==> config.mk <==
export PLATFORM = sky130hd
export DESIGN_NAME = delayed_priority_task_scheduler
export DESIGN_NICKNAME = d
export VERILOG_FILES = /design/src/rtl/dpts_pkg.sv /design/src/rtl/dpts_cell.sv /design/src/rtl/dpts_arb.sv /design/src/rtl/delayed_priority_task_scheduler.sv
export SDC_FILE = /design/constraint.sdc
export NUM_CORES = 2
export LEC_CHECK = 0
export ABC_AREA = 1
export BUFFER_PORTS_ARGS = -buffer_cell sky130_fd_sc_hd__buf_2
export CORE_ASPECT_RATIO = 0.7
export CORE_MARGIN = 5
export CORE_UTILIZATION = 62
export CTS_BUF_LIST = sky130_fd_sc_hd__clkbuf_8
export CTS_CLUSTER_SIZE = 25
export DETAILED_ROUTE_END_ITERATION = 6
export PLACE_DENSITY_LB_ADDON = 0.15
export SETUP_SLACK_MARGIN = 0.5
export SKIP_LAST_GASP = 1
export SYNTH_ARGS = -nofsm -noshare
export SYNTH_HDL_FRONTEND = slang
export SYNTH_SLANG_ARGS = --single-unit
==> constraint.sdc <==
create_clock -name clk -period 21.4 [get_ports clk]
set_input_delay 1.07 -clock clk [delete_from_list [all_inputs] [get_ports clk]]
set_output_delay 1.07 -clock clk [all_outputs]
set_load 0.01 [all_outputs]
==> src/rtl/dpts_pkg.sv <==
package dpts_pkg;

	localparam int DEPTH      = 16;
	localparam int PRIO_BITS  = 8;
	localparam int DELAY_BITS = 16;
	localparam int IDENT_BITS = 8;

	localparam int IDX_BITS = (DEPTH > 1) ? $clog2(DEPTH) : 1;
	localparam int CNT_BITS = $clog2(DEPTH + 1);
	localparam int TREE_W   = 1 << IDX_BITS;
	localparam int LVL_BITS = $clog2(IDX_BITS + 1);

	localparam logic [1:0] FUNC_ADD_READY   = 2'd0;
	localparam logic [1:0] FUNC_ADD_DELAYED = 2'd1;
	localparam logic [1:0] FUNC_TICK        = 2'd2;

	typedef struct packed {
		logic [1:0]  func;
		logic [7:0]  task_priority;
		logic [7:0]  task_ident;
		logic [15:0] delay_ticks;
	} cmd_t;

	typedef struct packed {
		logic       dispatched;
		logic [7:0] out_ident;
		logic [7:0] out_priority;
		logic       add_refused;
		logic       all_empty;
	} rsp_t;

	// broadcast control from the sequencer to every cell
	typedef struct packed {
		logic                  add;
		logic                  delayed;
		logic                  tick;
		logic                  drop;
		logic [IDX_BITS-1:0]   drop_idx;
		logic [IDX_BITS-1:0]   gone_age;
		logic [IDX_BITS-1:0]   new_age;
		logic [PRIO_BITS-1:0]  prio;
		logic [IDENT_BITS-1:0] ident;
		logic [DELAY_BITS-1:0] delay;
	} cell_ctl_t;

	// dispatch candidate as seen by the arbiter
	typedef struct packed {
		logic                  ok;
		logic [PRIO_BITS-1:0]  prio;
		logic [IDX_BITS-1:0]   age;
		logic [IDENT_BITS-1:0] ident;
		logic [IDX_BITS-1:0]   idx;
	} cand_t;

endpackage

==> src/rtl/dpts_cell.sv <==
module dpts_cell (
	input  logic                          clk,
	input  logic                          arst_n,
	input  logic [dpts_pkg::IDX_BITS-1:0] slot,
	input  dpts_pkg::cell_ctl_t           ctl,
	input  logic                          free_in,
	output logic                          free_out,
	output dpts_pkg::cand_t               cand
);

	logic                            valid_q;
	logic                            waiting_q;
	logic [dpts_pkg::DELAY_BITS-1:0] cnt_q;
	logic [dpts_pkg::PRIO_BITS-1:0]  prio_q;
	logic [dpts_pkg::IDENT_BITS-1:0] ident_q;
	logic [dpts_pkg::IDX_BITS-1:0]   age_q;
	logic                            take;
	logic                            expiring;

	// lowest free slot wins: no free cell below and this one is free
	assign take     = !valid_q && !free_in;
	assign free_out = free_in || !valid_q;
	assign expiring = cnt_q <= dpts_pkg::DELAY_BITS'(1);

	// readiness as it stands after the coming tick
	assign cand.ok    = valid_q && (!waiting_q || expiring);
	assign cand.prio  = prio_q;
	assign cand.age   = age_q;
	assign cand.ident = ident_q;
	assign cand.idx   = slot;

	always_ff @(posedge clk or negedge arst_n) begin
		if (!arst_n) begin
			valid_q <= 1'b0;
		end else if (ctl.add && take) begin
			valid_q <= 1'b1;
		end else if (ctl.drop && slot == ctl.drop_idx) begin
			valid_q <= 1'b0;
		end
	end

	always_ff @(posedge clk) begin
		if (ctl.add && take) begin
			waiting_q <= ctl.delayed;
			cnt_q     <= ctl.delayed ? ctl.delay : '0;
			prio_q    <= ctl.prio;
			ident_q   <= ctl.ident;
			age_q     <= ctl.new_age;
		end else if (ctl.tick && valid_q && waiting_q) begin
			if (expiring) begin
				cnt_q     <= '0;
				waiting_q <= 1'b0;
			end else begin
				cnt_q <= cnt_q - dpts_pkg::DELAY_BITS'(1);
			end
		end else if (ctl.drop && valid_q && slot != ctl.drop_idx && age_q > ctl.gone_age) begin
			// close the gap left by the dispatched entry
			age_q <= age_q - dpts_pkg::IDX_BITS'(1);
		end
	end

endmodule

==> src/rtl/dpts_arb.sv <==
module dpts_arb (
	input  logic                  clk,
	input  logic                  load,
	input  logic                  step,
	input  dpts_pkg::cand_t [dpts_pkg::DEPTH-1:0] cands,
	output dpts_pkg::cand_t       winner
);

	dpts_pkg::cand_t cand_q [dpts_pkg::TREE_W];

	function automatic dpts_pkg::cand_t pick(input dpts_pkg::cand_t a,
	                                         input dpts_pkg::cand_t b);
		logic b_wins;
		b_wins = b.ok && (!a.ok || b.prio > a.prio || (b.prio == a.prio && b.age < a.age));
		return b_wins ? b : a;
	endfunction

	// fold the row in half each step; entry 0 holds the winner at the end
	always_ff @(posedge clk) begin
		for (int i = 0; i < dpts_pkg::TREE_W; i++) begin
			if (load) begin
				if (i < dpts_pkg::DEPTH) begin
					cand_q[i] <= cands[i];
				end else begin
					cand_q[i] <= '0;
				end
			end else if (step) begin
				if (i < dpts_pkg::TREE_W / 2) begin
					cand_q[i] <= pick(cand_q[2*i], cand_q[2*i+1]);
				end else begin
					cand_q[i] <= '0;
				end
			end
		end
	end

	assign winner = cand_q[0];

endmodule

==> src/rtl/delayed_priority_task_scheduler.sv <==
// Adds: the done strobe follows in the cycle after accept; busy stays low, a new word may follow at once.
// Ticks: the arbiter loads every cell's candidate, the winner search folds the ready set in halves,
// then the dispatch state removes the winner and strobes done; busy falls as done rises.
// A tick holds busy high until its done strobe, so no other word is taken meanwhile.
// Reset (arst_n low) empties the table and returns the sequencer to idle.
// Results are not held: each done pulse lasts one cycle and the receiver cannot stall it.
module delayed_priority_task_scheduler (
	input  logic           clk,
	input  logic           arst_n,
	input  logic           start,
	output logic           busy,
	input  dpts_pkg::cmd_t cmd,
	output logic           done,
	output dpts_pkg::rsp_t rsp
);

	typedef enum logic [2:0] {
		ST_IDLE   = 3'b001,
		ST_SEARCH = 3'b010,
		ST_DISP   = 3'b100
	} state_t;

	state_t                          state_q;
	logic [dpts_pkg::LVL_BITS-1:0]   lvl_q;
	logic [dpts_pkg::CNT_BITS-1:0]   count_q;
	logic                            done_q;
	dpts_pkg::rsp_t                  rsp_q;

	logic                            accept;
	logic                            is_add;
	logic                            is_tick;
	logic                            full;
	dpts_pkg::cell_ctl_t             ctl;
	dpts_pkg::cand_t [dpts_pkg::DEPTH-1:0] cands;
	logic [dpts_pkg::DEPTH:0]        free_chain;
	dpts_pkg::cand_t                 winner;
	logic [dpts_pkg::CNT_BITS-1:0]   count_after;

	assign busy    = state_q != ST_IDLE;
	assign accept  = start && !busy;
	assign is_add  = cmd.func == dpts_pkg::FUNC_ADD_READY || cmd.func == dpts_pkg::FUNC_ADD_DELAYED;
	assign is_tick = cmd.func == dpts_pkg::FUNC_TICK;
	assign full    = count_q == dpts_pkg::CNT_BITS'(dpts_pkg::DEPTH);

	always_comb begin
		ctl          = '0;
		ctl.add      = accept && is_add && !full;
		ctl.delayed  = cmd.func == dpts_pkg::FUNC_ADD_DELAYED;
		ctl.tick     = accept && is_tick;
		ctl.drop     = state_q == ST_DISP && winner.ok;
		ctl.drop_idx = winner.idx;
		ctl.gone_age = winner.age;
		ctl.new_age  = count_q[dpts_pkg::IDX_BITS-1:0];
		ctl.prio     = cmd.task_priority[dpts_pkg::PRIO_BITS-1:0];
		ctl.ident    = cmd.task_ident[dpts_pkg::IDENT_BITS-1:0];
		ctl.delay    = cmd.delay_ticks[dpts_pkg::DELAY_BITS-1:0];
	end

	assign free_chain[0] = 1'b0;

	for (genvar g = 0; g < dpts_pkg::DEPTH; g++) begin : g_cell
		dpts_cell u_cell (
			.clk      (clk),
			.arst_n   (arst_n),
			.slot     (dpts_pkg::IDX_BITS'(g)),
			.ctl      (ctl),
			.free_in  (free_chain[g]),
			.free_out (free_chain[g+1]),
			.cand     (cands[g])
		);
	end

	dpts_arb u_arb (
		.clk    (clk),
		.load   (ctl.tick),
		.step   (state_q == ST_SEARCH),
		.cands  (cands),
		.winner (winner)
	);

	assign count_after = count_q - dpts_pkg::CNT_BITS'(winner.ok);

	always_ff @(posedge clk or negedge arst_n) begin
		if (!arst_n) begin
			state_q <= ST_IDLE;
			lvl_q   <= '0;
			count_q <= '0;
			done_q  <= 1'b0;
		end else begin
			done_q <= 1'b0;
			unique case (state_q)
				ST_IDLE: begin
					if (accept) begin
						if (is_tick) begin
							lvl_q   <= '0;
							state_q <= ST_SEARCH;
						end else begin
							done_q <= 1'b1;
							if (ctl.add) begin
								count_q <= count_q + dpts_pkg::CNT_BITS'(1);
							end
						end
					end
				end
				ST_SEARCH: begin
					lvl_q <= lvl_q + dpts_pkg::LVL_BITS'(1);
					if (lvl_q == dpts_pkg::LVL_BITS'(dpts_pkg::IDX_BITS - 1)) begin
						state_q <= ST_DISP;
					end
				end
				ST_DISP: begin
					count_q <= count_after;
					done_q  <= 1'b1;
					state_q <= ST_IDLE;
				end
				default: begin
					state_q <= ST_IDLE;
				end
			endcase
		end
	end

	always_ff @(posedge clk) begin
		if (state_q == ST_DISP) begin
			rsp_q.dispatched   <= winner.ok;
			rsp_q.out_ident    <= winner.ok ? 8'(winner.ident) : 8'd0;
			rsp_q.out_priority <= winner.ok ? 8'(winner.prio) : 8'd0;
			rsp_q.add_refused  <= 1'b0;
			rsp_q.all_empty    <= count_after == '0;
		end else if (accept && !is_tick) begin
			rsp_q.dispatched   <= 1'b0;
			rsp_q.out_ident    <= 8'd0;
			rsp_q.out_priority <= 8'd0;
			rsp_q.add_refused  <= is_add && full;
			// a successful add always leaves the table non-empty
			rsp_q.all_empty    <= !is_add && count_q == '0;
		end
	end

	assign done = done_q;
	assign rsp  = rsp_q;

endmodule

# Yosys cells after proc, flatten, opt, wreduce, memory -nomap -nowiden
# Memories as Yosys holds them, arrays and structs flattened.
# Index checks and enable logic that the tools add are counted.
# W data, S select, Z words.
dict set report totals {
  register_bits 639
  latchBits 0
  ram_bits 400
  mem_bits_ro 0
  elab_cells 875
  memories 1
}
# name words width read_ports rd_clocked_by_memory_dff write_ports line_no
set memory_table {}
lappend memory_table {u_arb.cand_q 16 25 16 0 16 dpts_arb.sv:9} ;# dpts_pkg::cand_t cand_q [dpts_pkg::TREE_W];
dict set report op_classes {
  n_addsub 35
  multipliers 0
  n_div 0
  n_lt_le_gt_ge 48
  n_eq_ne 67
  shift 0
  muxes 224
  n_bitwise 16
  reduce_logical 379
}
# operator n
set ops {}
lappend ops {{$mux W16} 49}
lappend ops {{$mux W25} 24}
lappend ops {{$le A16 B1 Y1 const B} 16}
lappend ops {{$sub A16 B1 Y16 const B} 16}
lappend ops {{$mux W4} 48}
lappend ops {{$logic_and A1 B1 Y1} 167}
lappend ops {{$reduce_bool A2 Y1} 67}
lappend ops {{$mux W1} 87}
lappend ops {{$eq A8 B8 Y1} 8}
lappend ops {{$gt A4 B4 Y1} 16}
lappend ops {{$gt A8 B8 Y1} 8}
lappend ops {{$reduce_and A2 Y1} 32}
lappend ops {{$sub A4 B1 Y4 const B} 16}
lappend ops {{$logic_not A1 Y1} 58}
lappend ops {{$logic_or A1 B1 Y1} 47}
lappend ops {{$mux W19} 2}
lappend ops {{$ne A2 B1 Y1 const B} 17}
lappend ops {{$eq A4 B4 Y1 const A} 8}
lappend ops {{$lt A4 B4 Y1} 8}
lappend ops {{$ne A4 B4 Y1 const A} 8}
lappend ops {{$eq A3 B4 Y1 const A} 4}
lappend ops {{$mux W8} 2}
lappend ops {{$ne A3 B4 Y1 const A} 4}
lappend ops {{$or A1 B1 Y1} 16}
lappend ops {{other kinds (26)} 41}

# Depth between registers and ports, before layout
dict set report depth {
  ltp_word 20
  mapped_depth 15
  ltp_nobuf 14
}

# By module
# Synthesis repeated with hierarchy kept, for this count alone.
dict set report hier_totals {
  hier_cells 6220
  area_unflattened_um2 57048.5
}
# module instances cells_per_inst area_per_inst_um2 seq_area_each_um2
set modules_own_cells {}
lappend modules_own_cells {dpts_cell 16 217 2109.5 1136.1}
lappend modules_own_cells {dpts_arb 1 2563 21654.5 11761.3}
lappend modules_own_cells {delayed_priority_task_scheduler 1 185 1641.6 862.1}

# Least setup slack after synthesis
# No wires, ideal clock.
dict set report synth_path {
  path_kind {input port to flip-flop}
  startpoint {in cmd[32] (netlist name)}
  endpoint {mem u_arb.cand_q[0][100] (netlist name), enable pin}
  setup_time_ns 0.807
  arrival_ns 10.491
  required_time_ns 20.593
  slack_ns 10.102
  path_stages 8
  path_buffers 1
  cell_sequence {inv_1 -> nand2_1 -> inv_1 -> nand3_2 -> clkinv_1 -> nor2_1 -> inv_1 -> clkbuf_1}
}
# item line_no
set synth_lines {}
lappend synth_lines {{from (decl)} delayed_priority_task_scheduler.sv:12} ;# input dpts_pkg::cmd_t cmd,
lappend synth_lines {{to (decl)} dpts_arb.sv:9}

==> results.sh <==
export IMPL_outcome="finished, final reports clean"
export IMPL_timing_final_crit_share_pct=23.5
export IMPL_clkTransAtPathRegs_ps=60
export IMPL_final_critical_path_setup_slack_ps=16370
export IMPL_synth_top_cells_by_area="sky130_fd_sc_hd__edfxtp_1, sky130_fd_sc_hd__nand2_1, sky130_fd_sc_hd__ha_1"
export IMPL_max_clock_freq_ghz=0.199
export IMPL_drt_first_iter_violations=4109
export IMPL_slew_headroom_pct=20.2
export IMPL_finish_net_count=5298
export IMPL_number_of_global_route_vias_before_repair=33400
export IMPL_grt_overflow_total=0
export IMPL_antenna_found_initial=3
export IMPL_post_cts_hold_buffer_count=0
export IMPL_numCtsBuffers=155
export IMPL_die_w_um=350
export IMPL_fillerInstances=6254
export IMPL_route_detailed_vias_per_inst=5.78
export IMPL_reg_power_share_pct=55.5
export IMPL_worstReg2RegEnd="u_arb.cand_q[0][190]$_DFFE_PP_"
export IMPL_reg2reg_from="state_q[0]$_DFFE_PN1P_"
export IMPL_drive_gt1_share_pct=6.81
export IMPL_hold_class="in2async"
export IMPL_final_period_minus_worst_setup_slack_ps=5030
export IMPL_antenna_violating_nets_post_route=0
export IMPL_yosysSeqAreaShare_pct=59.3
export IMPL_worst_setup_ep_type="register"
export IMPL_fin_skew_ps=43.7
export IMPL_clk_latency_ps=820
export IMPL_combined_area_of_the_multi_input_logic_cells_um2=17100
export IMPL_cp_startpoint="state_q[0]$_DFFE_PN1P_"
export IMPL_detail_route_first_pass_iterations=6
export IMPL_cts_max_path_buffers=3
export IMPL_cts_root_buffer_cell="sky130_fd_sc_hd__clkbuf_8"
export IMPL_core_area_um2=80400
export IMPL_post_cts_resize_count=0
export IMPL_netlist_area_leader_share_pct=57.0
export IMPL_rsz0062_at_grt="false"
export IMPL_combinational_group_share_of_total_power_pct=5.7
export IMPL_power_leakage_nw=22.7
export IMPL_fin_tns_setup_ps=0
export IMPL_synth_area_leader_cell="sky130_fd_sc_hd__edfxtp_1"
export IMPL_ys_warnings_count=0
export IMPL_timing_final_max_slew_violations=0
export IMPL_number_of_post_cts_setup_repair_buffers=0
export IMPL_worst_setup_path_start_kind="register"
export IMPL_worstPathRequired_ps=21820
export IMPL_final_cells=6252
export IMPL_number_of_flops_mapped_to_enable_cells_by_yosys=953
export IMPL_maximum_number_of_pins_on_one_net_before_global_route_repair=192
export IMPL_clock_power_share_pct=38.9
export IMPL_top_level_ports=58
export IMPL_setup_viol_count_final=0
export IMPL_internal_power_mw=3.02
export IMPL_htree_num_levels=4
export IMPL_syn_avg_cell_area_um2=10.1
export IMPL_layout_area_overhead_vs_synth_pct=7.96
export IMPL_rrSetupSlack_ps=16370
export IMPL_synth_area_um2=50200
export IMPL_floorplan_die_height_um=248
export IMPL_ff2ff_path_depth=9
export IMPL_place_detailed_instances=5966
export IMPL_worst_slew_pin_transition_ps=1190
export IMPL_detailedPlacementHpwl_um=80700
export IMPL_groute_usage_overall_pct=28.7
export IMPL_yosys_top_cells_count="sky130_fd_sc_hd__nand2_1, sky130_fd_sc_hd__edfxtp_1, sky130_fd_sc_hd__inv_1"
export IMPL_avgRoutedWirePerCell_um=20.0
export IMPL_power_ir_vdd_worst_v=0.0000640
export IMPL_postSynth_asyncResetShare_pct=2.79
export IMPL_yosys_most_used_dff="sky130_fd_sc_hd__edfxtp_1"
export IMPL_fp_dieArea_um2=86900
export IMPL_final_hold_violation_count=0
export IMPL_crit_fanout=128
export IMPL_route_vias_total=36200
export IMPL_port_buffers=57
export IMPL_power_per_cell_area_nw_per_um2=73.5
export IMPL_synth_cell_type_count=53
export IMPL_syn_nets=5241
export IMPL_crit_arrival_ps=5440
export IMPL_placement_setup_worst_slack_ps=15790
export IMPL_initial_core_util_pct=62.5
export IMPL_p_switching_uw=970
export IMPL_num_clock_sinks=1004
export IMPL_yosysMostFrequentCell="sky130_fd_sc_hd__nand2_1"
export IMPL_cts_tree="yes"
export IMPL_timing_setup_critical_path_class="reg2reg"
export IMPL_layout_area_seq_um2=29800
export IMPL_place_congestion=0.868
export IMPL_endpoint="u_arb.cand_q[0][190]$_DFFE_PP_"
export IMPL_power_switching_fraction_pct=24.3
export IMPL_placement_rows=87
export IMPL_route_final_wire_length_um=125000
export IMPL_synth_cells=4998
export IMPL_post_route_drc_count=0
export IMPL_synth_seq_cells=1004
export IMPL_cap_viol_max_count=0
export IMPL_grt_pass1_wl_um=191000
critical path, cell delays in order, from the launching register on:
cell and delay [ps]:
sky130_fd_sc_hd__dfstp_2 540, sky130_fd_sc_hd__inv_1 60, sky130_fd_sc_hd__nor3_2 210, sky130_fd_sc_hd__nand3_2 350
sky130_fd_sc_hd__clkinv_1 110, sky130_fd_sc_hd__buf_4 500, sky130_fd_sc_hd__nor2_1 290, sky130_fd_sc_hd__inv_8 680
sky130_fd_sc_hd__buf_4 800, sky130_fd_sc_hd__buf_4 840
area by class of cell:
| type | instances | share of cell area (%) |
|---|---|---|
| Multi-Input combinational cell | 3121 | 31.4 |
| Sequential cell | 1004 | 54.9 |
| Clock inverter | 122 | 1.29 |
| Clock buffer | 162 | 4.11 |
| Inverter | 682 | 4.75 |
| Tap cell | 1068 | 2.46 |
| Timing Repair Buffer | 91 | 1.02 |
| Antenna cell | 2 | 0.00923 |
logic make-up after synthesis:
kind of cell | share of synthesized area, %
AND/OR/NAND/NOR | 18.4
AO/OA/AOI/OAI | 6.14
XOR/XNOR | 4.31
adder cells (fa/ha/maj) | 5.13
buffers and inverters | 6.80
flip-flops | 59.3
worst min-delay path by stage:
stage | start | endpoint | slack [ps] | cells after the start
floorplan | g_cell[8].u_cell.ident_q[6]$_DFFE_PP_ | u_arb.cand_q[1][10]$_SDFFE_PP0P_ | 420 | 2
global placement | g_cell[8].u_cell.ident_q[7]$_DFFE_PP_ | u_arb.cand_q[1][11]$_SDFFE_PP0P_ | 420 | 2
detailed placement | g_cell[8].u_cell.prio_q[4]$_DFFE_PP_ | u_arb.cand_q[1][20]$_SDFFE_PP0P_ | 430 | 2
CTS | arst_n | g_cell[1].u_cell.valid_q$_DFFE_PN0P_ | 260 | 1
global route | arst_n | g_cell[1].u_cell.valid_q$_DFFE_PN0P_ | 350 | 1
finish | arst_n | g_cell[1].u_cell.valid_q$_DFFE_PN0P_ | 310 | 1
power by group through the flow:
| stage | Sequential (mW) | Combinational [mW] | Clock, mW |
|---|---|---|---|
| floorplan | 2.25 | 0.137 | 0 |
| global route | 2.21 | 0.247 | 1.67 |
| detailed placement | 2.25 | 0.221 | 0 |
| global placement | 2.25 | 0.215 | 0 |
| CTS | 2.21 | 0.222 | 1.57 |
| finish | 2.21 | 0.226 | 1.55 |
through the flow:
| step | power [mW] | utilization, % | hold WS (ps) | cell area (um2) |
|---|---|---|---|---|
| 3_5_place_dp | 2.47 | 63.8 | 433 | 51300 |
| 6_report | 3.99 | 67.4 | 314 | 54200 |
| 2_1_floorplan | 2.38 | - | 422 | 50200 |
| 4_1_cts | 4.00 | 67.4 | 264 | 54200 |
| 5_1_grt | 4.13 | 67.4 | 350 | 54200 |
| 3_3_place_gp | 2.46 | 63.8 | 423 | 51300 |
registers in the layout, indices dropped and copies added, names as in the netlist, 3 cells and up:
name,count
rsp,19
g_cell.u_cell.ident_q,128
lvl_q,3
g_cell.u_cell.age_q,64
u_arb.cand_q,365
g_cell.u_cell.prio_q,128
g_cell.u_cell.cnt_q,256
g_cell.u_cell.waiting_q,16
g_cell.u_cell.valid_q,16
count_q,5
state_q,3
cells in the final DEF, fill, tap and decap left out, types with 86 or more instances in the layout:
| master | netlist | routed |
|---|---|---|
| sky130_fd_sc_hd__nand3_1 | 393 | 393 |
| sky130_fd_sc_hd__ha_1 | 206 | 206 |
| sky130_fd_sc_hd__inv_1 | 670 | 722 |
| sky130_fd_sc_hd__edfxtp_1 | 953 | 953 |
| sky130_fd_sc_hd__nor2_1 | 324 | 323 |
| sky130_fd_sc_hd__xnor2_1 | 86 | 86 |
| sky130_fd_sc_hd__xor2_1 | 161 | 161 |
| sky130_fd_sc_hd__o21ai_0 | 216 | 216 |
| sky130_fd_sc_hd__nand2_1 | 1161 | 1161 |
| sky130_fd_sc_hd__clkbuf_8 | 0 | 162 |
| sky130_fd_sc_hd__o22ai_1 | 190 | 190 |
routing by layer:
layer | vias to the layer above | wire (um) | global-route usage [%]
li1 | 17100 | - | -
met1 | 17100 | 56000 | 44.2
met2 | 1749 | 52700 | 41.7
met3 | 223 | 13500 | 5.55
met4 | 0 | 2950 | 8.63
met5 | - | 0 | 0
Note: power is estimated with default switching activity, not from simulation.
